===== src/design/sylk_pkg.sv =====
// shared types and constants for the sylk cell extractor
`timescale 1ns / 1ps

package sylk_pkg;

   localparam int FIELD_CAPACITY = 1024;
   localparam int LEN_WIDTH = $clog2(FIELD_CAPACITY) + 1;
   localparam int NUM_WIDTH = 16;

   localparam logic [LEN_WIDTH-1:0] LEN_LIMIT = LEN_WIDTH'(FIELD_CAPACITY - 1);
   localparam logic [NUM_WIDTH-1:0] NUM_MAX = '1;

   localparam logic [7:0] CH_NUL   = 8'h00;
   localparam logic [7:0] CH_LF    = 8'h0A;
   localparam logic [7:0] CH_CR    = 8'h0D;
   localparam logic [7:0] CH_QUOTE = 8'h22;
   localparam logic [7:0] CH_SEMI  = 8'h3B;
   localparam logic [7:0] CH_ZERO  = 8'h30;
   localparam logic [7:0] CH_NINE  = 8'h39;
   localparam logic [7:0] CH_C     = 8'h43;
   localparam logic [7:0] CH_F     = 8'h46;
   localparam logic [7:0] CH_K     = 8'h4B;
   localparam logic [7:0] CH_X     = 8'h58;
   localparam logic [7:0] CH_Y     = 8'h59;

   localparam logic KIND_TEXT = 1'b0;
   localparam logic KIND_END  = 1'b1;

   typedef enum logic [1:0] {
      LP_START,
      LP_AFTER_TYPE,
      LP_FIELDS,
      LP_SKIP
   } line_phase_type;

   typedef enum logic [2:0] {
      FP_START,
      FP_K_FIRST,
      FP_K_PLAIN,
      FP_K_QUOTED,
      FP_K_QPEND,
      FP_X_NUM,
      FP_Y_NUM,
      FP_OTHER
   } field_phase_type;

endpackage


===== src/design/sylk_cell_extractor.sv =====
// sylk cell extractor: streams cell text bytes and cell ends out of a sylk buffer
//
// Takes one buffer byte per cycle and gives at most one result per byte, registered as
// the byte is taken: either a decoded text byte of a K field in a C record or the end of
// that cell, tagged with the current column and row. A zero byte ends the buffer, closes
// an open cell and returns the parser to its reset state. All per-byte work is a single
// pass through the parser state; a result register with its own valid decouples the two
// sides, so a new byte is taken each cycle unless a waiting result is stalled.
`timescale 1ns / 1ps

module sylk_cell_extractor (
   input  logic        clock,
   input  logic        reset,
   input  logic        req_valid,
   output logic        req_stall,
   input  logic [7:0]  req_in_byte,
   output logic        rsp_valid,
   input  logic        rsp_stall,
   output logic        rsp_kind,
   output logic [7:0]  rsp_text_byte,
   output logic [15:0] rsp_cell_column,
   output logic [15:0] rsp_cell_row
);

   sylk_pkg::line_phase_type  line_ff, line_in;
   sylk_pkg::field_phase_type field_ff, field_in;
   logic                      is_cell_ff, is_cell_in;
   logic [15:0]               col_ff, col_in;
   logic [15:0]               row_ff, row_in;
   logic [15:0]               acc_ff, acc_in;
   logic [sylk_pkg::LEN_WIDTH-1:0] len_ff, len_in;
   logic                      emit_ff, emit_in;

   logic        out_valid_ff, out_valid_in;
   logic        out_kind_ff, out_kind_in;
   logic [7:0]  out_byte_ff, out_byte_in;
   logic [15:0] out_col_ff, out_col_in;
   logic [15:0] out_row_ff, out_row_in;

   logic        accept;
   logic [7:0]  b;
   logic        is_k;
   logic        do_field, do_end, do_start, do_put, fire, fire_kind;
   logic        len_ok, is_digit;
   logic [19:0] acc_wide;

   assign req_stall = out_valid_ff & rsp_stall;
   assign accept    = req_valid & ~req_stall;
   assign b         = req_in_byte;

   assign is_k = (field_ff == sylk_pkg::FP_K_FIRST) || (field_ff == sylk_pkg::FP_K_PLAIN) ||
                 (field_ff == sylk_pkg::FP_K_QUOTED) || (field_ff == sylk_pkg::FP_K_QPEND);
   assign len_ok   = len_ff < sylk_pkg::LEN_LIMIT;
   assign is_digit = (b >= sylk_pkg::CH_ZERO) && (b <= sylk_pkg::CH_NINE);
   assign acc_wide = ({4'b0, acc_ff} << 3) + ({4'b0, acc_ff} << 1) +
                     {16'b0, b[3:0]};

   always_comb begin
      line_in    = line_ff;
      field_in   = field_ff;
      is_cell_in = is_cell_ff;
      col_in     = col_ff;
      row_in     = row_ff;
      acc_in     = acc_ff;
      len_in     = len_ff;
      emit_in    = emit_ff;
      do_field   = 1'b0;
      do_end     = 1'b0;
      do_start   = 1'b0;
      do_put     = 1'b0;
      fire       = 1'b0;
      fire_kind  = sylk_pkg::KIND_TEXT;

      // line level
      if (b == sylk_pkg::CH_NUL || b == sylk_pkg::CH_CR || b == sylk_pkg::CH_LF) begin
         do_end  = (line_ff == sylk_pkg::LP_FIELDS);
         line_in = sylk_pkg::LP_START;
      end else begin
         unique case (line_ff)
            sylk_pkg::LP_START: begin
               if (b == sylk_pkg::CH_C || b == sylk_pkg::CH_F) begin
                  is_cell_in = (b == sylk_pkg::CH_C);
                  line_in    = sylk_pkg::LP_AFTER_TYPE;
               end else begin
                  line_in = sylk_pkg::LP_SKIP;
               end
            end
            sylk_pkg::LP_AFTER_TYPE: begin
               line_in = sylk_pkg::LP_FIELDS;
               do_start = (b != sylk_pkg::CH_SEMI);
            end
            sylk_pkg::LP_FIELDS: do_field = 1'b1;
            default: ;
         endcase
      end

      // field level
      if (do_field) begin
         unique case (field_ff)
            sylk_pkg::FP_START: do_start = 1'b1;
            sylk_pkg::FP_K_FIRST: begin
               if (b == sylk_pkg::CH_QUOTE) begin
                  field_in = sylk_pkg::FP_K_QUOTED;
               end else if (b == sylk_pkg::CH_SEMI) begin
                  do_end = 1'b1;
               end else begin
                  field_in = sylk_pkg::FP_K_PLAIN;
                  do_put   = 1'b1;
               end
            end
            sylk_pkg::FP_K_PLAIN: begin
               if (b == sylk_pkg::CH_SEMI) begin
                  do_end = 1'b1;
               end else begin
                  do_put = 1'b1;
               end
            end
            sylk_pkg::FP_K_QUOTED: begin
               if (b == sylk_pkg::CH_QUOTE) begin
                  field_in = sylk_pkg::FP_K_QPEND;
               end else begin
                  do_put = 1'b1;
               end
            end
            sylk_pkg::FP_K_QPEND: begin
               if (b == sylk_pkg::CH_QUOTE) begin
                  field_in = sylk_pkg::FP_K_QUOTED;
                  do_put   = 1'b1;
               end else begin
                  do_end   = 1'b1;
                  do_start = (b != sylk_pkg::CH_SEMI);
               end
            end
            sylk_pkg::FP_X_NUM, sylk_pkg::FP_Y_NUM: begin
               if (b == sylk_pkg::CH_SEMI) begin
                  do_end = 1'b1;
               end else if (len_ok && is_digit) begin
                  len_in = len_ff + 1'b1;
                  acc_in = (acc_wide > {4'b0, sylk_pkg::NUM_MAX}) ? sylk_pkg::NUM_MAX
                                                                 : acc_wide[15:0];
               end else begin
                  // value is final, rest of the field is ignored
                  if (field_ff == sylk_pkg::FP_X_NUM) begin
                     col_in = acc_ff;
                  end else begin
                     row_in = acc_ff;
                  end
                  field_in = sylk_pkg::FP_OTHER;
               end
            end
            default: begin
               if (b == sylk_pkg::CH_SEMI) begin
                  field_in = sylk_pkg::FP_START;
               end
            end
         endcase
      end

      if (do_end) begin
         if (is_k) begin
            fire      = emit_ff;
            fire_kind = sylk_pkg::KIND_END;
            emit_in   = 1'b0;
         end else if (field_ff == sylk_pkg::FP_X_NUM) begin
            col_in = acc_ff;
         end else if (field_ff == sylk_pkg::FP_Y_NUM) begin
            row_in = acc_ff;
         end
         field_in = sylk_pkg::FP_START;
      end

      if (do_start) begin
         len_in = sylk_pkg::LEN_WIDTH'(1);
         acc_in = '0;
         priority if (b == sylk_pkg::CH_K) begin
            emit_in  = is_cell_ff && (col_ff != '0) && (row_ff != '0);
            field_in = sylk_pkg::FP_K_FIRST;
         end else if (b == sylk_pkg::CH_X) begin
            field_in = sylk_pkg::FP_X_NUM;
         end else if (b == sylk_pkg::CH_Y) begin
            field_in = sylk_pkg::FP_Y_NUM;
         end else begin
            field_in = sylk_pkg::FP_OTHER;
         end
      end

      if (do_put && len_ok) begin
         len_in = len_ff + 1'b1;
         fire   = emit_ff;
      end

      // end of buffer or line overrides field state
      if (b == sylk_pkg::CH_NUL) begin
         line_in    = sylk_pkg::LP_START;
         field_in   = sylk_pkg::FP_START;
         is_cell_in = 1'b0;
         col_in     = 16'd1;
         row_in     = 16'd1;
         acc_in     = '0;
         len_in     = '0;
         emit_in    = 1'b0;
      end else if (b == sylk_pkg::CH_CR || b == sylk_pkg::CH_LF) begin
         field_in = sylk_pkg::FP_START;
      end
   end

   always_comb begin
      out_valid_in = out_valid_ff & rsp_stall;
      out_kind_in  = out_kind_ff;
      out_byte_in  = out_byte_ff;
      out_col_in   = out_col_ff;
      out_row_in   = out_row_ff;
      if (accept && fire) begin
         out_valid_in = 1'b1;
         out_kind_in  = fire_kind;
         out_byte_in  = (fire_kind == sylk_pkg::KIND_END) ? 8'h00 : b;
         out_col_in   = col_ff;
         out_row_in   = row_ff;
      end
   end

   always_ff @(posedge clock) begin
      if (reset) begin
         line_ff      <= sylk_pkg::LP_START;
         field_ff     <= sylk_pkg::FP_START;
         is_cell_ff   <= 1'b0;
         col_ff       <= 16'd1;
         row_ff       <= 16'd1;
         acc_ff       <= '0;
         len_ff       <= '0;
         emit_ff      <= 1'b0;
         out_valid_ff <= 1'b0;
      end else begin
         if (accept) begin
            line_ff    <= line_in;
            field_ff   <= field_in;
            is_cell_ff <= is_cell_in;
            col_ff     <= col_in;
            row_ff     <= row_in;
            acc_ff     <= acc_in;
            len_ff     <= len_in;
            emit_ff    <= emit_in;
         end
         out_valid_ff <= out_valid_in;
      end
   end

   always_ff @(posedge clock) begin
      out_kind_ff <= out_kind_in;
      out_byte_ff <= out_byte_in;
      out_col_ff  <= out_col_in;
      out_row_ff  <= out_row_in;
   end

   assign rsp_valid       = out_valid_ff;
   assign rsp_kind        = out_kind_ff;
   assign rsp_text_byte   = out_byte_ff;
   assign rsp_cell_column = out_col_ff;
   assign rsp_cell_row    = out_row_ff;

   // a cell end carries no text
   assert property (@(posedge clock) disable iff (reset)
      rsp_valid && rsp_kind == sylk_pkg::KIND_END |-> rsp_text_byte == 8'h00)
      else $error("cell end with nonzero text byte");

   // results only come from cells with a valid position
   assert property (@(posedge clock) disable iff (reset)
      rsp_valid |-> rsp_cell_column != 16'd0 && rsp_cell_row != 16'd0)
      else $error("result with zero column or row");

   // emitting only inside a k field
   assert property (@(posedge clock) disable iff (reset)
      emit_ff |-> is_k && line_ff == sylk_pkg::LP_FIELDS)
      else $error("emitting outside a k field");

   // field length stays within capacity
   assert property (@(posedge clock) disable iff (reset)
      len_ff <= sylk_pkg::LEN_LIMIT)
      else $error("field length beyond capacity");

   // a buffer end leaves the parser in its reset state
   assert property (@(posedge clock) disable iff (reset)
      accept && req_in_byte == sylk_pkg::CH_NUL |=>
         line_ff == sylk_pkg::LP_START && !emit_ff && col_ff == 16'd1 && row_ff == 16'd1)
      else $error("buffer end did not reset parser");

endmodule

===== config.mk =====
export PLATFORM = sky130hd
export DESIGN_NAME = sylk_cell_extractor
export DESIGN_NICKNAME = d
export VERILOG_FILES = /design/src/design/sylk_pkg.sv /design/src/design/sylk_cell_extractor.sv
export SDC_FILE = /design/constraint.sdc
export NUM_CORES = 1
export LEC_CHECK = 0
export ABC_AREA = 1
export BUFFER_PORTS_ARGS = -buffer_cell sky130_fd_sc_hd__buf_2
export CAP_MARGIN = 20
export CORE_ASPECT_RATIO = 1.5
export CORE_UTILIZATION = 51
export DETAILED_ROUTE_END_ITERATION = 12
export PLACE_DENSITY = 0.79
export SLEW_MARGIN = 10
export SYNTH_ARGS = -nofsm -noshare
export SYNTH_HDL_FRONTEND = slang
export SYNTH_SLANG_ARGS = --single-unit
export TNS_END_PERCENT = 10

===== constraint.sdc =====
create_clock -name clock -period 4.7 [get_ports clock]
set_input_delay 0.235 -clock clock [delete_from_list [all_inputs] [get_ports clock]]
set_output_delay 0.235 -clock clock [all_outputs]
set_load 0.02 [all_outputs]

==> metrics, run 1 <==
Cells after Synth around 840; Worst Tran Pin Value 1.01 ns; fillers around 1.1k; H-tree levels 3; First-pass DRT Iterations 5; hold_buf cts 0; Synth Area in Simple Gates 30.6%; sum of buffers and inverters on the critical path 5; setup TNS 0 ns; Top delay family on crit path simple AND/OR/NAND/NOR gates; ratio of cells with drive above 1 in the final layout 13.5%; synth cell count leaders 220 x nand2_1, 104 x nand3_1, 78 x inv_1, 77 x a21oi_1, 67 x dfxtp_1; Syn Nets ~890; ys flop type dfxtp_1; Worst EP required between 4 and 5 ns; Post-Synth XOR/XNOR Area ~2.9%; Synth top area share 20.8%; sequential fraction of the synthesis area between 30% and 40%; hold slack between 0.15 and 0.2 ns; clk_lat worst skew around 0.35 ns; P per Cell Area between 200 and 300 nW/um2; mux cell area share after synthesis 0%; utilization of the core after routing between 50% and 60%; GPL Wtd Cong roughly 0.93; detailed placement HPWL approximately 11000 um; Die W roughly 94 um; full die area about 13000 um2; first-pass GRT wire length roughly 25000 um; Slowest cell on crit path dfxtp_1; Net Sw Power around 0.5 mW; post-synthesis compound-gate area fraction approximately an eighth; Finish-stage setup viols 0; synthesis warning total 0; nets@finish 930; Internal 1.39 mW; Post-synth EDFFs 41; arrival time worst endpoint roughly 3.5 ns; crit path max fanout 34; max cap viols 0; vias post-DR 5651; post-synthesis register bit count roughly 110; CTS Root Cell clkbuf_16; largest family of logic cells by synthesized area simple AND/OR/NAND/NOR gates; total gr overflow 0; GRT Total Usage about a quarter; post-DR vias/cell between 5 and 6; Initial Util a little over half; HP Class in2reg; skew final about 0.0082 ns; Reg clk slew, reported paths 0.07 ns; Layout area overhead 9.63%; Clk pwr share between 30% and 40%; RSZ-0062 raised after global routing no; vias in the first global route roughly 5.2k; Final ANT Viol Nets 0; Switching Fraction between 20% and 30%; number of I/O port buffers 54; synthesized-area fraction occupied by adder cells approximately 7%; CTS Buf Count 9; Post-Syn Area 6430 um2; Logic pwr share under 10%; f_max ~0.28 GHz; CP startpoint kind register; crit-path most repeated cell nand2_1; asr flop ratio synth 0%; Max VDD drop between 100 and 150 uV; worst path cell trace inv_2, nor2_4, inv_2, nand2_1, nand2_1, nand3_1, nand2_1, inv_1, nand2_1, nand2_1, nand3_1, inv_1, buf_4; initial antenna violation count 0; status finished clean; ANT cells 0; period utilisation layout 74.7%; final WL about 15000 um; CTS tree yes; leak pwr between 3 and 4 nW; most common cell in the synthesized netlist nand2_1; clock sinks between 100 and 150; top post-synthesis cells by area dfxtp_1 21%, edfxtp_1 19%, nand2_1 13%; post-synth cell types 43; worst setup path category reg2reg; Resized Gates After CTS 0; Avg Inst Size Synth approximately 7.6 um2; min Tclk post-route around 3.5 ns; Ports 55; Avg WL per Cell around 14 um; Worst setup EP type register; std cell rows between 40 and 50; Worst path max stage delay roughly 0.51 ns; CORE AREA between 10000 and 15000 um2; Post-CTS Setup Inserts 0; DR iter-0 viols about 390; die extent in y 140 um; largest net degree at the start of global routing 40; Rel. slew slack roughly a third; leading area contributor after synthesis dfxtp_1; Reg power frac between 50% and 60%; Final Max Slew Viols 0; DRC 0; endpoints failing hold 0; maximum clock insertion buffer count 2
[worst register-to-register path: cells and delay by family, from the launching register on]
kind                   cells  cell delay [ns]
buffers and inverters      5             1.23
flip-flops                 1             0.51
AND/OR/NAND/NOR            8             1.38
[worst paths after layout]
path	slack (ns)	start	depth (start not counted)	to
worst max register to register	1.19	field_ff[2]	13	rsp_cell_row[8]
worst min register to register	0.48	col_ff[11]	0	rsp_cell_column[11]
worst max-delay path	1.19	field_ff[2]	13	rsp_cell_row[8]
worst min-delay path	0.18	req_in_byte[6]	3	rsp_text_byte[6]
[stage by stage]
stage	cell area (um2)	instances	power, mW	setup WS, ns
after detailed placement	6770	1026	1.19	1.29
after global placement	6770	1026	1.19	1.33
after CTS	7050	1042	1.90	1.23
final	7050	1042	1.89	1.19
after floorplan	6430	843	1.15	1.99
after global routing	7050	1042	1.96	0.928
[power groups by stage]
stage	Clock [mW]	Combinational [mW]	Sequential (mW)
floorplan	0	0.150	1.00
global placement	0	0.183	1.00
detailed placement	0	0.184	1.00
CTS	0.732	0.185	0.982
global route	0.771	0.208	0.984
finish	0.723	0.187	0.983
[flip-flops by register name, summed over array words and instances, names as in the netlist]
name / flops
rsp_cell_column: 16
col_ff: 16
rsp_valid: 1
rsp_text_byte: 8
rsp_kind: 1
line_ff: 2
emit_ff: 1
acc_ff: 16
is_cell_ff: 1
row_ff: 16
field_ff: 3
rsp_cell_row: 16
len_ff: 11
[cells in the final DEF (no fill, tap or decap), types with 2 or more instances in the layout]
cell type  instances
buf_4              5
nand3_2            4
a21oi_1           77
o21bai_1          16
nor4_1            10
nor2_8             2
nor2_1            51
dfxtp_1           67
ha_1              32
xor2_1            13
nor2_4             2
clkbuf_16          9
nand2_1          220
fa_1               2
inv_1             78
a21o_1             2
o21a_1             2
clkinv_4           2
nand3b_1           3
nand3_1          104
nand2_4            4
xnor2_1            8
o21ai_1            6
nand2_2            4
nor2_2             5
edfxtp_1          41
o21ai_0           16
buf_2             54
nand4_1            9
a21oi_2           10
inv_8              2
inv_2             10
nor3_1             7
[final cells by class]
type	count	area [um2]	area share (%)
multi-input cells	617	3360	47.7
repair buffers	59	308	4.36
inverters	89	337	4.77
well taps	153	191	2.71
flip-flops and latches	108	2570	36.5
clock buffers	9	225	3.19
clock inverters	7	57.6	0.816
[routing by layer]
layer	GRT usage [%]	vias to the layer above	part of all wire (%)
met4	8.26	0	2.4
met5	0	-	0
met2	39.3	146	50
met1	30.4	2585	44
li1	-	2887	-
met3	3.61	33	3.9
[cells by family after synthesis]
| kind of cell | after synthesis |
|---|---|
| xor+xnor | 21 |
| fa+ha+maj | 34 |
| compound gates | 132 |
| buf+inv | 118 |
| flops | 108 |
| simple gates | 430 |
Note: power is estimated with default switching activity, not from simulation.
==> run 2: changes to the inputs <==
--- a/config.mk
+++ b/config.mk
@@ -5,7 +5,7 @@
 export SDC_FILE = /design/constraint.sdc
 export NUM_CORES = 1
 export LEC_CHECK = 0
-export ABC_AREA = 1
+export ABC_AREA = 0
 export BUFFER_PORTS_ARGS = -buffer_cell sky130_fd_sc_hd__buf_2
 export CAP_MARGIN = 20
 export CORE_ASPECT_RATIO = 1.5
==> constraint.sdc (replaced) <==
create_clock -name clock -period 3.6 [get_ports clock]
set_input_delay 0.18 -clock clock [delete_from_list [all_inputs] [get_ports clock]]
set_output_delay 0.18 -clock clock [all_outputs]
set_load 0.02 [all_outputs]
==> metrics, run 2 <==
clock sinks 108 (unchanged); ANT cells 0 (unchanged); min Tclk post-route 3.29 ns (-0.223 ns); ys flop type dfxtp_1; met2 WL 6870 um (-6.6%); Synth top area share 23.6% (+2.8 points); P per Cell Area 406 nW/um2 (+52%); leak pwr 2.58 nW (-16%); CTS Root Cell clkbuf_16; Worst Reg2Reg Path Length in Cells 9 (-4); endpoints failing hold 0 (unchanged); HP Class in2reg; Clk pwr share 38.8% (+0.6 points); Die W 88.2 um (-5.9%); Max VDD drop 260 uV (+86%); H-tree levels 3 (unchanged); vias in the first global route 4427 (-15%); Switching Fraction 24.5% (-1.7 points); Ports 55 (unchanged); initial antenna violation count 0 (unchanged); post-synthesis register bit count 108 (unchanged); maximum clock insertion buffer count 2 (unchanged); commonest non-fill, non-tap cells in the layout 67 x dfxtp_1, 54 x buf_2, 41 x edfxtp_1; Hold Path Depth 3 (unchanged); most common cell in the synthesized netlist dfxtp_1; number of I/O port buffers 54 (unchanged); detailed placement HPWL 9660 um (-11%); Final ANT Viol Nets 0 (unchanged); wire length on met1 5130 um (-19%); Internal 1.94 mW (+39%); Initial Util 53.0% (about the same); RSZ-0062 raised after global routing no; Cells after Synth 546 (-35%); crit path max fanout 15 (-56%); CORE AREA 10700 um2 (-12%); GRT Total Usage 23.2% (-0.32 points); First-pass DRT Iterations 5 (unchanged); hold_buf cts 0 (unchanged); Worst setup EP type register; Avg WL per Cell 17.6 um (+25%); full die area 11600 um2 (-12%); Post-CTS Setup Inserts 0 (unchanged); Worst EP required 3.86 ns (-0.85 ns); skew final 0.00670 ns (-0.00154 ns); Final Max Slew Viols 0 (unchanged); utilization of the core after routing 59.1% (+1.0 points); final WL 12900 um (-12%); arrival time worst endpoint 3.55 ns (+0.03 ns); Post-Syn Area 5680 um2 (-12%); fillers 933 (-16%); setup TNS 0 ns (unchanged); f_max 0.304 GHz (+6.8%); ratio of cells with drive above 1 in the final layout 16.9% (+3.4 points); DR top layer met4; synth cell count leaders 67 x dfxtp_1, 41 x edfxtp_1, 36 x a22o_1, 32 x ha_1, 31 x nand2_1; asr flop ratio synth 0% (unchanged); die extent in y 131 um (-6.0%); Reg clk slew, reported paths 0.07 ns (about the same); synthesis warning total 0 (unchanged); Resized Gates After CTS 0 (unchanged); footprint of the multi-input gates 2920 um2 (-13%); std cell rows 46 (-6.1%); Avg Inst Size Synth 10.4 um2 (+36%); worst setup path category reg2reg; top post-synthesis cells by area dfxtp_1 24%, edfxtp_1 22%, ha_1 7.1%; Syn Nets 592 (-33%); post-synth cell types 84 (+95%); GPL Wtd Cong 0.933 (+0.23%); Overall Power 2.57 mW (+36%); Worst Tran Pin Value 0.796 ns (-0.215 ns); Sequential Area 2570 um2 (unchanged); Post-synth EDFFs 41 (unchanged); hold slack 0.0993 ns (-0.0838 ns); CTS tree yes; first-pass GRT wire length 21000 um (-14%); CTS Buf Count 9 (unchanged); DR WL met3 517 um (-10%); max cap viols 0 (unchanged); DR iter-0 viols 284 (-27%); Logic pwr share 10.8% (+0.9 points); total gr overflow 0 (unchanged); status finished clean; Rel. slew slack 46.5% (+14 points); Layout area overhead 11.5%; period utilisation layout 91.3% (+17 points); clk_lat worst skew 0.35 ns (about the same); dpl ws 0.299 ns (-0.989 ns); leading area contributor after synthesis dfxtp_1; Finish-stage setup viols 0 (unchanged); Reg power frac 50.4% (-1.5 points); vias post-DR 4615 (-18%); commonest non-fill, non-tap cell in the layout dfxtp_1; post-DR vias/cell 6.26 (+15%); CP startpoint kind register; Net Sw Power 0.631 mW (+27%); nets@finish 634 (-32%); largest net degree at the start of global routing 42 (+5.0%); final setup margin 0.314 ns (-0.877 ns); DRC 0 (unchanged); sequential fraction of the synthesis area 45.3% (+5.3 points)
run 2: cell type report:
type	count	share of cell area [%]
tap	144	2.85
clock inverter	4	0.890
inverter	12	0.712
clock buffer	12	3.89
sequential	108	40.6
multi-input combinational	400	46.2
timing repair buffer	57	4.82
run 2: stage by stage:
step | area (um2) | cells
finish | 6330 | 737
global route | 6330 | 737
CTS | 6330 | 737
detailed placement | 6030 | 721
global placement | 6030 | 721
floorplan | 5680 | 546
run 2: worst max-delay path, stage by stage (launching register included):
cell and delay [ns]:
dfxtp_1 0.42, fa_1 0.50, fa_1 0.49, a211oi_1 0.20
o21ai_0 0.27, a31oi_1 0.37, a211o_1 0.17, nand2_1 0.27
and2_1 0.30, a211oi_1 0.20
run 2: final timing paths:
path              from            endpoint  slack (ns)
min          req_valid           rsp_valid         0.1
max          acc_ff[2]          acc_ff[13]        0.31
max reg2reg  acc_ff[2]          acc_ff[13]        0.31
min reg2reg  col_ff[0]  rsp_cell_column[0]        0.46
run 2: power groups by stage:
stage / clock network [mW] / logic (mW) / registers [mW]
6_report: 0.998 / 0.277 / 1.30
5_1_grt: 1.06 / 0.304 / 1.30
4_1_cts: 1.01 / 0.273 / 1.30
2_1_floorplan: 0 / 0.222 / 1.31
3_3_place_gp: 0 / 0.261 / 1.32
3_5_place_dp: 0 / 0.272 / 1.32
run 2: cells by family (layout without fill, tap and decap cells):
logic type	count (synthesis)	count (layout)	share of synthesized area, %
buffers and inverters	38	85	3.35
flip-flops	108	108	45.3
AND/OR/NAND/NOR	178	178	18.4
XOR/XNOR	13	13	2.01
adder cells (fa/ha/maj)	34	34	7.76
AO/OA/AOI/OAI	172	172	22.6
multiplexers	3	3	0.551
run 2: metal layers:
layer	global-route usage [%]	vias up
li1	-	2206
met1	26.2	2222
met2	40.8	149
met3	4.08	38
met4	11.2	0
met5	0	-
==> run 3: changes to the inputs <==
--- a/config.mk
+++ b/config.mk
@@ -7,11 +7,10 @@
 export LEC_CHECK = 0
 export ABC_AREA = 0
 export BUFFER_PORTS_ARGS = -buffer_cell sky130_fd_sc_hd__buf_2
-export CAP_MARGIN = 20
 export CORE_ASPECT_RATIO = 1.5
 export CORE_UTILIZATION = 51
 export DETAILED_ROUTE_END_ITERATION = 12
-export PLACE_DENSITY = 0.79
+export PLACE_DENSITY = 0.82
 export SLEW_MARGIN = 10
 export SYNTH_ARGS = -nofsm -noshare
 export SYNTH_HDL_FRONTEND = slang
==> constraint.sdc (replaced) <==
create_clock -name clock -period 2.6 [get_ports clock]
set_input_delay 0.13 -clock clock [delete_from_list [all_inputs] [get_ports clock]]
set_output_delay 0.13 -clock clock [all_outputs]
set_load 0.05 [all_outputs]
==> metrics, run 3 (synthesized netlist as in run 2, its figures left out) <==
utilization of the core after routing 64.8% (+5.7 points); CTS Buf Count 9 (unchanged); clock sinks 108 (unchanged); Worst setup EP type register; CTS Root Cell clkbuf_16; CP startpoint kind register; commonest non-fill, non-tap cells in the layout 62 x dfxtp_1, 54 x buf_2, 53 x buf_4; post-DR vias/cell 6.46 (+3.2%); CORE AREA 10700 um2 (unchanged); std cell rows 46 (unchanged); hold_buf cts 0 (unchanged); GR Layer Usage met2 45.8% (+5.0 points); initial antenna violation count 0 (unchanged); status complete, but fails checks; Avg WL per Cell 19.5 um (+11%); Rel. slew slack 56.4% (+9.9 points); die extent in y 131 um (unchanged); f_max 0.352 GHz (+16%); sum of buffers and inverters on the critical path 1 (+1); Finished Cell Area 6930 um2 (+9.6%); crit path max fanout 8 (-7); skew final 0.00904 ns (+0.00235 ns); crit-path most repeated cell ha_1; nets@finish 688 (+8.5%); setup TNS -2.51 ns (-2.51 ns); ratio of cells with drive above 1 in the final layout 28.4% (+12 points); endpoints failing hold 0 (unchanged); Overall Power 3.72 mW (+44%); full die area 11600 um2 (unchanged); hold slack 0.0348 ns (-0.0646 ns); Ports 55 (unchanged); max cap viols 0 (unchanged); RSZ-0062 raised after global routing yes; total gr overflow 0 (unchanged); DR iter-0 viols 409 (+44%); largest net degree at the start of global routing 42 (unchanged); Worst EP required 2.84 ns (-1.02 ns); First-pass DRT Iterations 6 (+1); number of I/O port buffers 54 (unchanged); DRC 0 (unchanged); final setup margin -0.238 ns (-0.552 ns); vias post-DR 5110 (+11%); Max VDD drop 339 uV (+31%); Final Max Slew Viols 0 (unchanged); vias in the first global route 4828 (+9.1%); commonest non-fill, non-tap cell in the layout dfxtp_1; arrival time worst endpoint 3.08 ns (-0.47 ns); dpl ws -0.204 ns (-0.503 ns); DP Area 6420 um2 (+6.5%); met3 usage 4.08% (unchanged); maximum clock insertion buffer count 2 (unchanged); GRT Total Usage 25.8% (+2.7 points); r2r setup slk -0.24 ns (-0.55 ns); met1 Usage GRT 28.1% (+1.9 points); GPL Wtd Cong 0.970 (+3.9%); min Tclk post-route 2.84 ns (-0.448 ns); HP Class in2reg; Die W 88.2 um (unchanged); Slowest cell on crit path dfxtp_1; Worst path max stage delay 0.42 ns (-0.08 ns); period utilisation layout 109% (+18 points); Worst Tran Pin Value 0.644 ns (-0.151 ns); dpl cells 766 (+6.2%); clk_lat worst skew 0.35 ns (about the same); P per Cell Area 536 nW/um2 (+32%); violated checks setup timing; final WL 15400 um (+19%); detailed placement HPWL 10400 um (+8.1%); Reg clk slew, reported paths 0.08 ns (about the same); Non-Filler Instances 791 (+7.3%); Finish-stage setup viols 16 (+16); Top delay family on crit path compound AO/OA/AOI/OAI gates; Initial Util 53.0% (unchanged); Final ANT Viol Nets 0 (unchanged); leak pwr 2.89 nW (+12%); H-tree levels 3 (unchanged); worst path cell trace ha_1, ha_1, and4_4, a31o_2, a21oi_2, o2111ai_2, a211oi_2, buf_6, nand3b_1, a32o_1; fillers 807 (-14%); gr busiest metal met2; first-pass GRT wire length 23300 um (+11%); Layout area overhead 22.1%; worst setup path category reg2reg; ANT cells 0 (unchanged); CTS tree yes
## run 3: repair_timing
item,in CTS,in global routing
buffers inserted,2,5
endpoints found under the hold margin,0,0
gates cloned,1,1
gates resized for setup,9,17
setup endpoints to repair,16,16
pin swaps,10,13
## run 3: path summary, 6_finish.rpt
check / endpoint / startpoint / depth (start not counted)
hold reg to reg: rsp_cell_column[8] / col_ff[8] / 0
hold / removal: rsp_valid / req_valid / 3
setup / recovery: acc_ff[2] / acc_ff[8] / 10
setup reg to reg: acc_ff[2] / acc_ff[8] / 10
## run 3: where the power goes
group          total (mW)  internal [mW]  switching (mW)
logic               0.495          0.203           0.292
registers            1.78           1.76          0.0233
clock network        1.44          0.771           0.666
## run 3: cell type report
class                      instances  area, um2  area share [%]
inverter                          12       45.0           0.650
timing repair buffer             111        744            10.7
clock inverter                     7       91.3            1.32
tap                              144        180            2.60
multi-input combinational        400       3070            44.2
sequential                       108       2580            37.2
clock buffer                       9        225            3.25
## run 3: metal layers
metal	wire length [um]	vias up
met1	5730	2431
met3	806	87
met2	7990	270
met4	906	0
met5	0	-
li1	-	2322
## run 3: worst reg2reg max path: stages (launching register included)
cell       delay [ns]
dfxtp_1          0.42
ha_1             0.28
ha_1             0.33
and4_4           0.21
a31o_2           0.24
a21oi_2          0.19
o2111ai_2        0.17
a211oi_2         0.33
buf_6            0.20
nand3b_1         0.13
a32o_1           0.25
